`config.mk`:
```
export PLATFORM = sky130hd
export DESIGN_NAME = msk_ctrl
export DESIGN_NICKNAME = d
export VERILOG_FILES = /design/src/design/msk_pkg.sv /design/src/design/msk_ctrl.sv
export SDC_FILE = /design/constraint.sdc
export NUM_CORES = 1
export LEC_CHECK = 0
export BUFFER_PORTS_ARGS = -buffer_cell sky130_fd_sc_hd__buf_2
export CORE_AREA = 2 2 39 41
export CTS_CLUSTER_SIZE = 28
export DETAILED_ROUTE_END_ITERATION = 8
export DIE_AREA = 0 0 41 43
export GPL_TIMING_DRIVEN = 0
export PLACE_DENSITY = 0.69
export SLEW_MARGIN = 20
export SYNTH_ARGS = -nofsm -noshare
export SYNTH_HDL_FRONTEND = slang
export SYNTH_SLANG_ARGS = --single-unit
```
`constraint.sdc`:
```
create_clock -name i_clk -period 2.15 [get_ports i_clk]
set_input_delay 0.215 -clock i_clk [delete_from_list [all_inputs] [get_ports i_clk]]
set_output_delay 0.215 -clock i_clk [all_outputs]
set_load 0.1 [all_outputs]
```
`src/design/msk_pkg.sv`:
```
// msk_pkg: shared types and constants for the max-tracking stack engine
// used by msk_ctrl, msk_dp and max_stack_engine; depends on nothing else
package msk_pkg;

    // default stack depth, handed to the top level as its parameter default
    localparam int MSK_DEPTH_DEF = 1024;

    // fixed field widths
    localparam int VAL_W      = 32;
    localparam int REQ_W      = 2;
    localparam int ST_W       = 2;
    localparam int CNT_OUT_W  = 11;
    localparam int IN_DATA_W  = 32;
    localparam int OUT_DATA_W = 112;
    localparam int OUT_PAD_W  = OUT_DATA_W - 3 * VAL_W - CNT_OUT_W;

    // request kinds
    typedef enum logic [REQ_W-1:0] {
        REQ_PUSH   = 2'd0,
        REQ_POP    = 2'd1,
        REQ_POPMAX = 2'd2,
        REQ_NONE   = 2'd3
    } t_req;

    // result status codes
    typedef enum logic [ST_W-1:0] {
        ST_OK    = 2'd0,
        ST_EMPTY = 2'd1,
        ST_FULL  = 2'd2
    } t_status;

    // controller states
    typedef enum logic [3:0] {
        S_IDLE,
        S_EXEC,
        S_POP_TOP,
        S_POP_MAXV,
        S_PM_IDX,
        S_PM_VAL,
        S_WALK_RD,
        S_WALK_WR,
        S_RESP
    } t_state;

    // datapath operations
    typedef enum logic [3:0] {
        OP_NONE,
        OP_LATCH,
        OP_PUSH,
        OP_ERR_EMPTY,
        OP_ERR_FULL,
        OP_POP,
        OP_POP_TOP,
        OP_POP_MAXV,
        OP_PM_START,
        OP_PM_IDX,
        OP_PM_VAL,
        OP_WALK_RD,
        OP_WALK_WR
    } t_dp_op;

    // controller to datapath
    typedef struct packed {
        t_dp_op op;
        logic   out_load;
    } t_dp_cmd;

    // datapath to controller
    typedef struct packed {
        t_req req;
        logic empty;
        logic full;
        logic one_left;
        logic max_at_top;
        logic max_pos_zero;
        logic walk_last;
        logic out_free;
    } t_dp_stat;

endpackage

```
`src/design/msk_ctrl.sv`:
```
// msk_ctrl: sequencing state machine for the max-tracking stack engine
// depends on msk_pkg; drives msk_dp through t_dp_cmd and reads t_dp_stat
module msk_ctrl (
    input  logic              i_clk,
    input  logic              i_rst_n,
    input  logic              i_s_tvalid,
    output logic              o_s_tready,
    input  msk_pkg::t_dp_stat i_stat,
    output msk_pkg::t_dp_cmd  o_cmd
);
    import msk_pkg::*;

    t_state r_state;
    t_state n_state;
    t_dp_op w_op;
    logic   w_fin;

    // state register
    always_ff @(posedge i_clk) begin
        if (!i_rst_n) begin
            r_state <= S_IDLE;
        end else begin
            r_state <= n_state;
        end
    end

    // next state
    always_comb begin
        n_state = r_state;
        unique case (r_state)
            S_IDLE: begin
                if (i_s_tvalid) begin
                    n_state = S_EXEC;
                end
            end
            S_EXEC: begin
                n_state = i_stat.out_free ? S_IDLE : S_RESP;
                unique case (i_stat.req)
                    REQ_POP: begin
                        if (!i_stat.empty && !i_stat.one_left) begin
                            n_state = S_POP_TOP;
                        end
                    end
                    REQ_POPMAX: begin
                        if (!i_stat.empty) begin
                            if (i_stat.max_at_top) begin
                                if (!i_stat.one_left) begin
                                    n_state = S_POP_TOP;
                                end
                            end else if (i_stat.max_pos_zero) begin
                                n_state = S_WALK_RD;
                            end else begin
                                n_state = S_PM_IDX;
                            end
                        end
                    end
                    REQ_PUSH, REQ_NONE: begin
                        n_state = i_stat.out_free ? S_IDLE : S_RESP;
                    end
                    default: n_state = i_stat.out_free ? S_IDLE : S_RESP;
                endcase
            end
            S_POP_TOP:  n_state = S_POP_MAXV;
            S_POP_MAXV: n_state = i_stat.out_free ? S_IDLE : S_RESP;
            S_PM_IDX:   n_state = S_PM_VAL;
            S_PM_VAL:   n_state = S_WALK_RD;
            S_WALK_RD:  n_state = S_WALK_WR;
            S_WALK_WR: begin
                if (i_stat.walk_last) begin
                    n_state = i_stat.out_free ? S_IDLE : S_RESP;
                end else begin
                    n_state = S_WALK_RD;
                end
            end
            S_RESP: begin
                if (i_stat.out_free) begin
                    n_state = S_IDLE;
                end
            end
            default: n_state = S_IDLE;
        endcase
    end

    // datapath commands
    always_comb begin
        w_op  = OP_NONE;
        w_fin = 1'b0;
        unique case (r_state)
            S_IDLE: begin
                if (i_s_tvalid) begin
                    w_op = OP_LATCH;
                end
            end
            S_EXEC: begin
                unique case (i_stat.req)
                    REQ_PUSH: begin
                        w_op  = i_stat.full ? OP_ERR_FULL : OP_PUSH;
                        w_fin = 1'b1;
                    end
                    REQ_POP: begin
                        if (i_stat.empty) begin
                            w_op  = OP_ERR_EMPTY;
                            w_fin = 1'b1;
                        end else begin
                            w_op  = OP_POP;
                            w_fin = i_stat.one_left;
                        end
                    end
                    REQ_POPMAX: begin
                        if (i_stat.empty) begin
                            w_op  = OP_ERR_EMPTY;
                            w_fin = 1'b1;
                        end else if (i_stat.max_at_top) begin
                            w_op  = OP_POP;
                            w_fin = i_stat.one_left;
                        end else begin
                            w_op = OP_PM_START;
                        end
                    end
                    REQ_NONE: w_fin = 1'b1;
                    default:  w_fin = 1'b1;
                endcase
            end
            S_POP_TOP: w_op = OP_POP_TOP;
            S_POP_MAXV: begin
                w_op  = OP_POP_MAXV;
                w_fin = 1'b1;
            end
            S_PM_IDX:  w_op = OP_PM_IDX;
            S_PM_VAL:  w_op = OP_PM_VAL;
            S_WALK_RD: w_op = OP_WALK_RD;
            S_WALK_WR: begin
                w_op  = OP_WALK_WR;
                w_fin = i_stat.walk_last;
            end
            S_RESP: w_fin = 1'b1;
            default: w_op = OP_NONE;
        endcase
    end

    assign o_cmd.op       = w_op;
    assign o_cmd.out_load = w_fin && i_stat.out_free;
    assign o_s_tready     = (r_state == S_IDLE);

endmodule

```
==> out/qor.yml, run 1 <==
outcome:
  outcome: "complete, no violations"
final_layout:
  drive_gt1_share_pct: 37.0
  antenna_cells: 0
  post-route-util_pct: 51.8
  largest_register: "r_state"
  synthToLayoutAreaGrowth_pct: 35.5
  top_regs: "r_state: 4 flops"
  largest_reg_flops: 4
  nNetsFinal: 111
floorplan:
  die-area_um2: 1760
  ios: 18
  die_y_um: 43
  core_area_um2: 1380
  dieWidth_um: 41
  start_util_pct: 38.2
  row_count: 14
global_routing:
  grt_overflow: 0
  grt_start_max_net_pins: 11
  grt_use_total_pct: 15.5
  grt_pass1_wl_um: 1950
  antenna_found_initial: 0
  grt_pass1_vias: 479
sta:
  skew_ns: 0.000360
  drv_slew: 0
  min_period_over_period_pct: 94.0
  relSlewSlack_pct: 68.0
  finalHoldViolCount: 0
  rsz0062_at_grt: "true"
  post-route-min-period_ns: 2.02
  tns_ns: 0
  max_freq_mhz: 495
  worst_pin_slew_ns: 0.483
  setup-violations-final: 0
placement:
  gp_congestion: 0.746
  hpwl_um: 969
  io_buffers: 17
synth:
  synth_most_common_cell: "a21oi_1"
  yosysSeqAreaShare_pct: 15.1
  syn_inst: 72
  synth_cell_types: 32
  synth_edf_count: 0
  synth_area_leader_cell: "dfxtp_1"
  ys_ff_latch: 4
  synth_top_cell_area_share_pct: 15.1
  synth_commonest_cells: "a21oi_1, nor2_1, o21ai_0"
  async_flop_share_pct: 0
  ys.flop_type: "dfxtp_1"
  yosysWarnings: 0
  synth_area_leaders: "dfxtp_1, ha_1, a21oi_1"
  synth_area_per_cell_um2: 7.35
  synth_area_um2: 529
  syn-num-nets: 89
worst_setup_path:
  cp.arrival_ns: 1.81
  r2r_cells: 4
  regToRegSetupSlack_ns: 0.64
  critPathMaxFanout: 10
  r2r_start: "r_state[3]"
  critPathCaptureType: "primary output"
  crit_path_start_kind: "register"
  crit_type: "reg2out"
  r2r-end: "r_state[3]"
  worstPathRequired_ns: 1.93
route:
  wl_per_cell_um: 10.9
  antenna_left: 0
  initialDrtViolationCount: 11
  firstDrtPassIters: 4
  num_vias: 566
  wl_um: 1170
  drc: 0
  routed_via_density: 5.24
min_path:
  hold_start: "i_rst_n"
  whs_path_depth: 2
  min_to: "r_state[2]"
  hold_path.class: "in2reg"
cts:
  root_buffer: "clkbuf_4"
  cts_tree: "yes"
  cts_made_buffers: 3
  clk_latency_ns: 0.23
  clk_pin_slew_ns: 0.04
  cts_sinks: 4
  cts.path.max_buffers: 2
  cts_max_level: 1
pwr:
  ir_worst_vdd_uv: 332
  leakagePower_nw: 0.311
  p_per_area_nw_per_um2: 653
flow_run:
  drv_cap: 0
layout by cell type (no fill, tap or decap), drive strengths merged, types with 2 or more instances in the layout:
master   n
nor2     8
a21oi   10
nand2    3
nand2b   5
buf     19
dfxtp    4
inv      3
ha       5
clkbuf   5
o21ai    6
nor4     2
nor3     3
or4b     2
nor2b    3
per-layer routing:
metal	global-route usage, %	vias to the layer above	wire length, um
met1	21.1	249	556
met2	24.1	14	553
met5	0	-	0
li1	-	303	-
met3	4.71	0	63
met4	2.00	0	0
kinds of logic (layout without fill, tap and decap cells):
logic type | after synthesis | after routing | share of synthesized area (%)
buffers and inverters | 7 | 27 | 8.04
muxes | 1 | 1 | 1.89
adders and majority gates | 5 | 5 | 11.8
and+or+nand+nor | 32 | 32 | 36.6
DFF | 4 | 4 | 15.1
AOI/OAI and AO/OA | 23 | 23 | 26.5
worst max-delay path by stage:
stage	slack [ns]	from	endpoint
after global placement	0.13	r_state[3]	o_cmd[4]
after global routing	-0.008	r_state[3]	o_cmd[0]
after floorplan	0.06	r_state[0]	o_cmd[2]
after detailed placement	0.13	r_state[3]	o_cmd[4]
final	0.13	r_state[3]	o_cmd[0]
after CTS	0.01	r_state[3]	o_cmd[4]
critical path: stages (launching register included):
cell and delay (ns):
dfxtp_1 0.33, buf_6 0.15, or4b_4 0.51, o21ai_0 0.16, and2_1 0.14, buf_4 0.28
through the flow:
step / worst slack (ns) / instance area, um^2 / hold WS (ns) / power [mW] / cells
3_5_place_dp: 0.133 / 679 / 0.480 / 0.374 / 105
2_1_floorplan: 0.0631 / 574 / 0.343 / 0.327 / 72
5_1_grt: -0.00822 / 717 / 0.265 / 0.503 / 108
6_report: 0.128 / 717 / 0.238 / 0.468 / 108
3_3_place_gp: 0.129 / 679 / 0.482 / 0.372 / 105
4_1_cts: 0.0115 / 707 / 0.232 / 0.471 / 108
layout make-up:
| type | count | area (um^2) |
|---|---|---|
| fill | 145 | 667 |
| multi-input combinational | 61 | 454 |
| timing repair buffer | 17 | 96.3 |
| sequential | 4 | 80.1 |
| buffer | 4 | 32.5 |
| clock buffer | 3 | 22.5 |
| tap | 16 | 20.0 |
| inverter | 3 | 11.3 |
power breakdown:
group          total [mW]  switching, mW  internal [mW]
clock network      0.0910         0.0287         0.0623
logic               0.287          0.204         0.0827
registers          0.0898        0.00856         0.0812
total               0.468          0.242          0.226
timing repair:
item                                    in CTS  in global routing
gates resized for setup                      2                  5
setup buffers                                0                  0
endpoints found under the setup margin       2                  3
hold buffers                                 0                  0
(Power assumes the default switching activity.)
==> run 2: changes to the inputs <==
- RECOVER_POWER: not set -> 50
- SKIP_LAST_GASP: not set -> 1
- SLEW_MARGIN: 20 -> 10
==> run 2 against run 1 <==
  * Register-to-register slack worse by 0.05 ns
  * Worst setup slack got worse by 0.046 ns
  * Clock power barely moved
  * Maximum frequency fell by 2.2%
  * Worst hold slack barely moved
  * Via count is 1.6% lower
  * Count of clock-buffer cells in the layout is the same
  * Sequential power fell by 0.9%
  * Final area shrank 1.0%
  * Flip-flop and latch count did not move
  * Routed wire length increased by 0.34%
  * Utilization down 0.54 points
  * Critical endpoint is now o_cmd[4]
  * Highest routed layer unchanged
==> out/qor.yml, run 2 (same netlist as run 1, synthesis figures left out) <==
placement:
  place_area_um2: 679  # unchanged
  placed_cells: 105  # unchanged
  hpwl_um: 969  # unchanged
  post-place-ws_ns: 0.133  # unchanged
  io_buffers: 17  # unchanged
  gp_congestion: 0.746  # unchanged
worst_setup_path:
  crit_type: "reg2out"
  crit_path_start_kind: "register"
  crit_end: "o_cmd[4]"
  critical_path.startpoint: "r_state[3]"
  max_stage_delay_ns: 0.50  # about the same
  r2r-end: "r_state[3]"
  critPathMaxFanout: 10  # unchanged
  cp_slowest_cell: "or4b_4"
  cp.arrival_ns: 1.85  # +0.04 ns
  r2r_start: "r_state[1]"
  crit_path_frequent_cell: "buf_6"
  worstPathRequired_ns: 1.93  # about the same
  cp_cell_sequence: "buf_6 > or4b_4 > nor2_1 > a21oi_1 > nor2_4 > buf_6"
  r2r_cells: 5  # +1
  critPathCaptureType: "primary output"
  regToRegSetupSlack_ns: 0.59  # -0.05 ns
route:
  routed_via_density: 5.16  # -1.6%
  initialDrtViolationCount: 10  # -1
  firstDrtPassIters: 4  # unchanged
  wl_per_cell_um: 10.9  # +0.34%
  drc: 0  # unchanged
  num_vias: 557  # -1.6%
  wl_um: 1180  # +0.34%
  antenna_left: 0  # unchanged
final_layout:
  seq_area_um2: 80.1  # unchanged
  drive_gt1_share_pct: 34.8  # -2.2 points
  final_common_cell: "buf_2"
  fin_area_um2: 709  # -1.0%
  n_fill_cell: 147  # +1.4%
  largest_reg_flops: 4  # unchanged
  multiInputGateArea_um2: 447  # -1.7%
  nNetsFinal: 111  # unchanged
  synthToLayoutAreaGrowth_pct: 34.0
  post-route-util_pct: 51.3  # -0.54 points
  largest_register: "r_state"
  stdcell_count: 108  # unchanged
  final_cell_mix: "buf_2, nor2_1, a21oi_1, o21ai_0"
  top_regs: "r_state: 4 flops"
  antenna_cells: 0  # unchanged
pwr:
  p_total_mw: 0.465  # -0.63%
  ir_worst_vdd_uv: 331  # -0.42%
  leakagePower_nw: 0.310  # -0.23%
  p_per_area_nw_per_um2: 655  # +0.42%
floorplan:
  start_util_pct: 38.2  # unchanged
  die_y_um: 43  # unchanged
  core_area_um2: 1380  # unchanged
  row_count: 14  # unchanged
  dieWidth_um: 41  # unchanged
  die-area_um2: 1760  # unchanged
  ios: 18  # unchanged
sta:
  finalHoldViolCount: 0  # unchanged
  min_period_over_period_pct: 96.2  # +2.1 points
  tns_ns: 0  # unchanged
  worst_pin_slew_ns: 0.483  # unchanged
  post-route-min-period_ns: 2.07  # +0.0459 ns
  skew_ns: 0.000360  # unchanged
  setup-violations-final: 0  # unchanged
  fin_hold_ws_ns: 0.238  # -0.0000150 ns
  relSlewSlack_pct: 68.0  # unchanged
  rsz0062_at_grt: "true"
  fin_ws_ns: 0.0821  # -0.0459 ns
  drv_slew: 0  # unchanged
  max_freq_mhz: 484  # -2.2%
flow_run:
  drv_cap: 0  # unchanged
min_path:
  hold_path.class: "in2reg"
cts:
  clk_pin_slew_ns: 0.04  # about the same
  cts.path.max_buffers: 2  # unchanged
  hold_buffers: 0  # unchanged
  cts_made_buffers: 3  # unchanged
  cts_sinks: 4  # unchanged
  root_buffer: "clkbuf_4"
  cts_max_level: 1  # unchanged
  cts_tree: "yes"
  clk_latency_ns: 0.23  # about the same
global_routing:
  antenna_found_initial: 0  # unchanged
  grt_use_total_pct: 15.5  # unchanged
  grt_overflow: 0  # unchanged
  grt_pass1_vias: 479  # unchanged
  grt_start_max_net_pins: 11  # unchanged
  grt_pass1_wl_um: 1950  # unchanged
outcome:
  outcome: "complete, no violations"
==> run 2: changes by cell type in the layout (fill, tap and decap cells not counted) <==
cell,delta
nor2_1,+1
nor2_2,-1
nor3_1,+1
nor3_2,-1
==> run 2: worst min-delay path by stage <==
| stage | from | end | slack (ns) | cells after the start |
|---|---|---|---|---|
| after global routing | i_rst_n | r_state[2] | 0.26 | 2 |
| after global placement | i_rst_n | r_state[2] | 0.48 | 2 |
| after detailed placement | i_rst_n | r_state[2] | 0.48 | 2 |
| after CTS | i_rst_n | r_state[2] | 0.23 | 2 |
| after floorplan | i_rst_n | r_state[2] | 0.34 | 1 |
| final | i_rst_n | r_state[2] | 0.24 | 2 |
==> run 2: layer usage <==
metal / track usage, % / share of wire [%]
met5: 0 / 0
met4: 2.00 / 0
met3: 4.71 / 5.4
met2: 24.1 / 46
met1: 21.1 / 48
==> run 2: report_power, final <==
group          leakage (nW)  total [mW]  switching [mW]  internal [mW]
logic                 0.263       0.285           0.204         0.0812
clock network        0.0138      0.0910          0.0287         0.0623
registers            0.0327      0.0890         0.00780         0.0812
total                 0.310       0.465           0.240          0.225
==> run 2: worst max-delay path, delay by kind of cell, from the launching register on <==
family | cells | cell delay, ns
flip-flops | 1 | 0.33
AO/OA/AOI/OAI | 1 | 0.13
buffers and inverters | 2 | 0.37
AND/OR/NAND/NOR | 3 | 0.78
==> run 2: layout make-up <==
type / instances / share of cell area [%]
Clock buffer: 3 / 3.17
Timing Repair Buffer: 17 / 13.6
Multi-Input combinational cell: 61 / 63.0
Buffer: 4 / 4.59
Inverter: 3 / 1.59
Tap cell: 16 / 2.82
Sequential cell: 4 / 11.3
==> run 2: what timing repair did <==
item                       4_1_cts  5_1_grt
gates resized for setup          2        4
setup buffers                    0        0
setup endpoints to repair        2        3
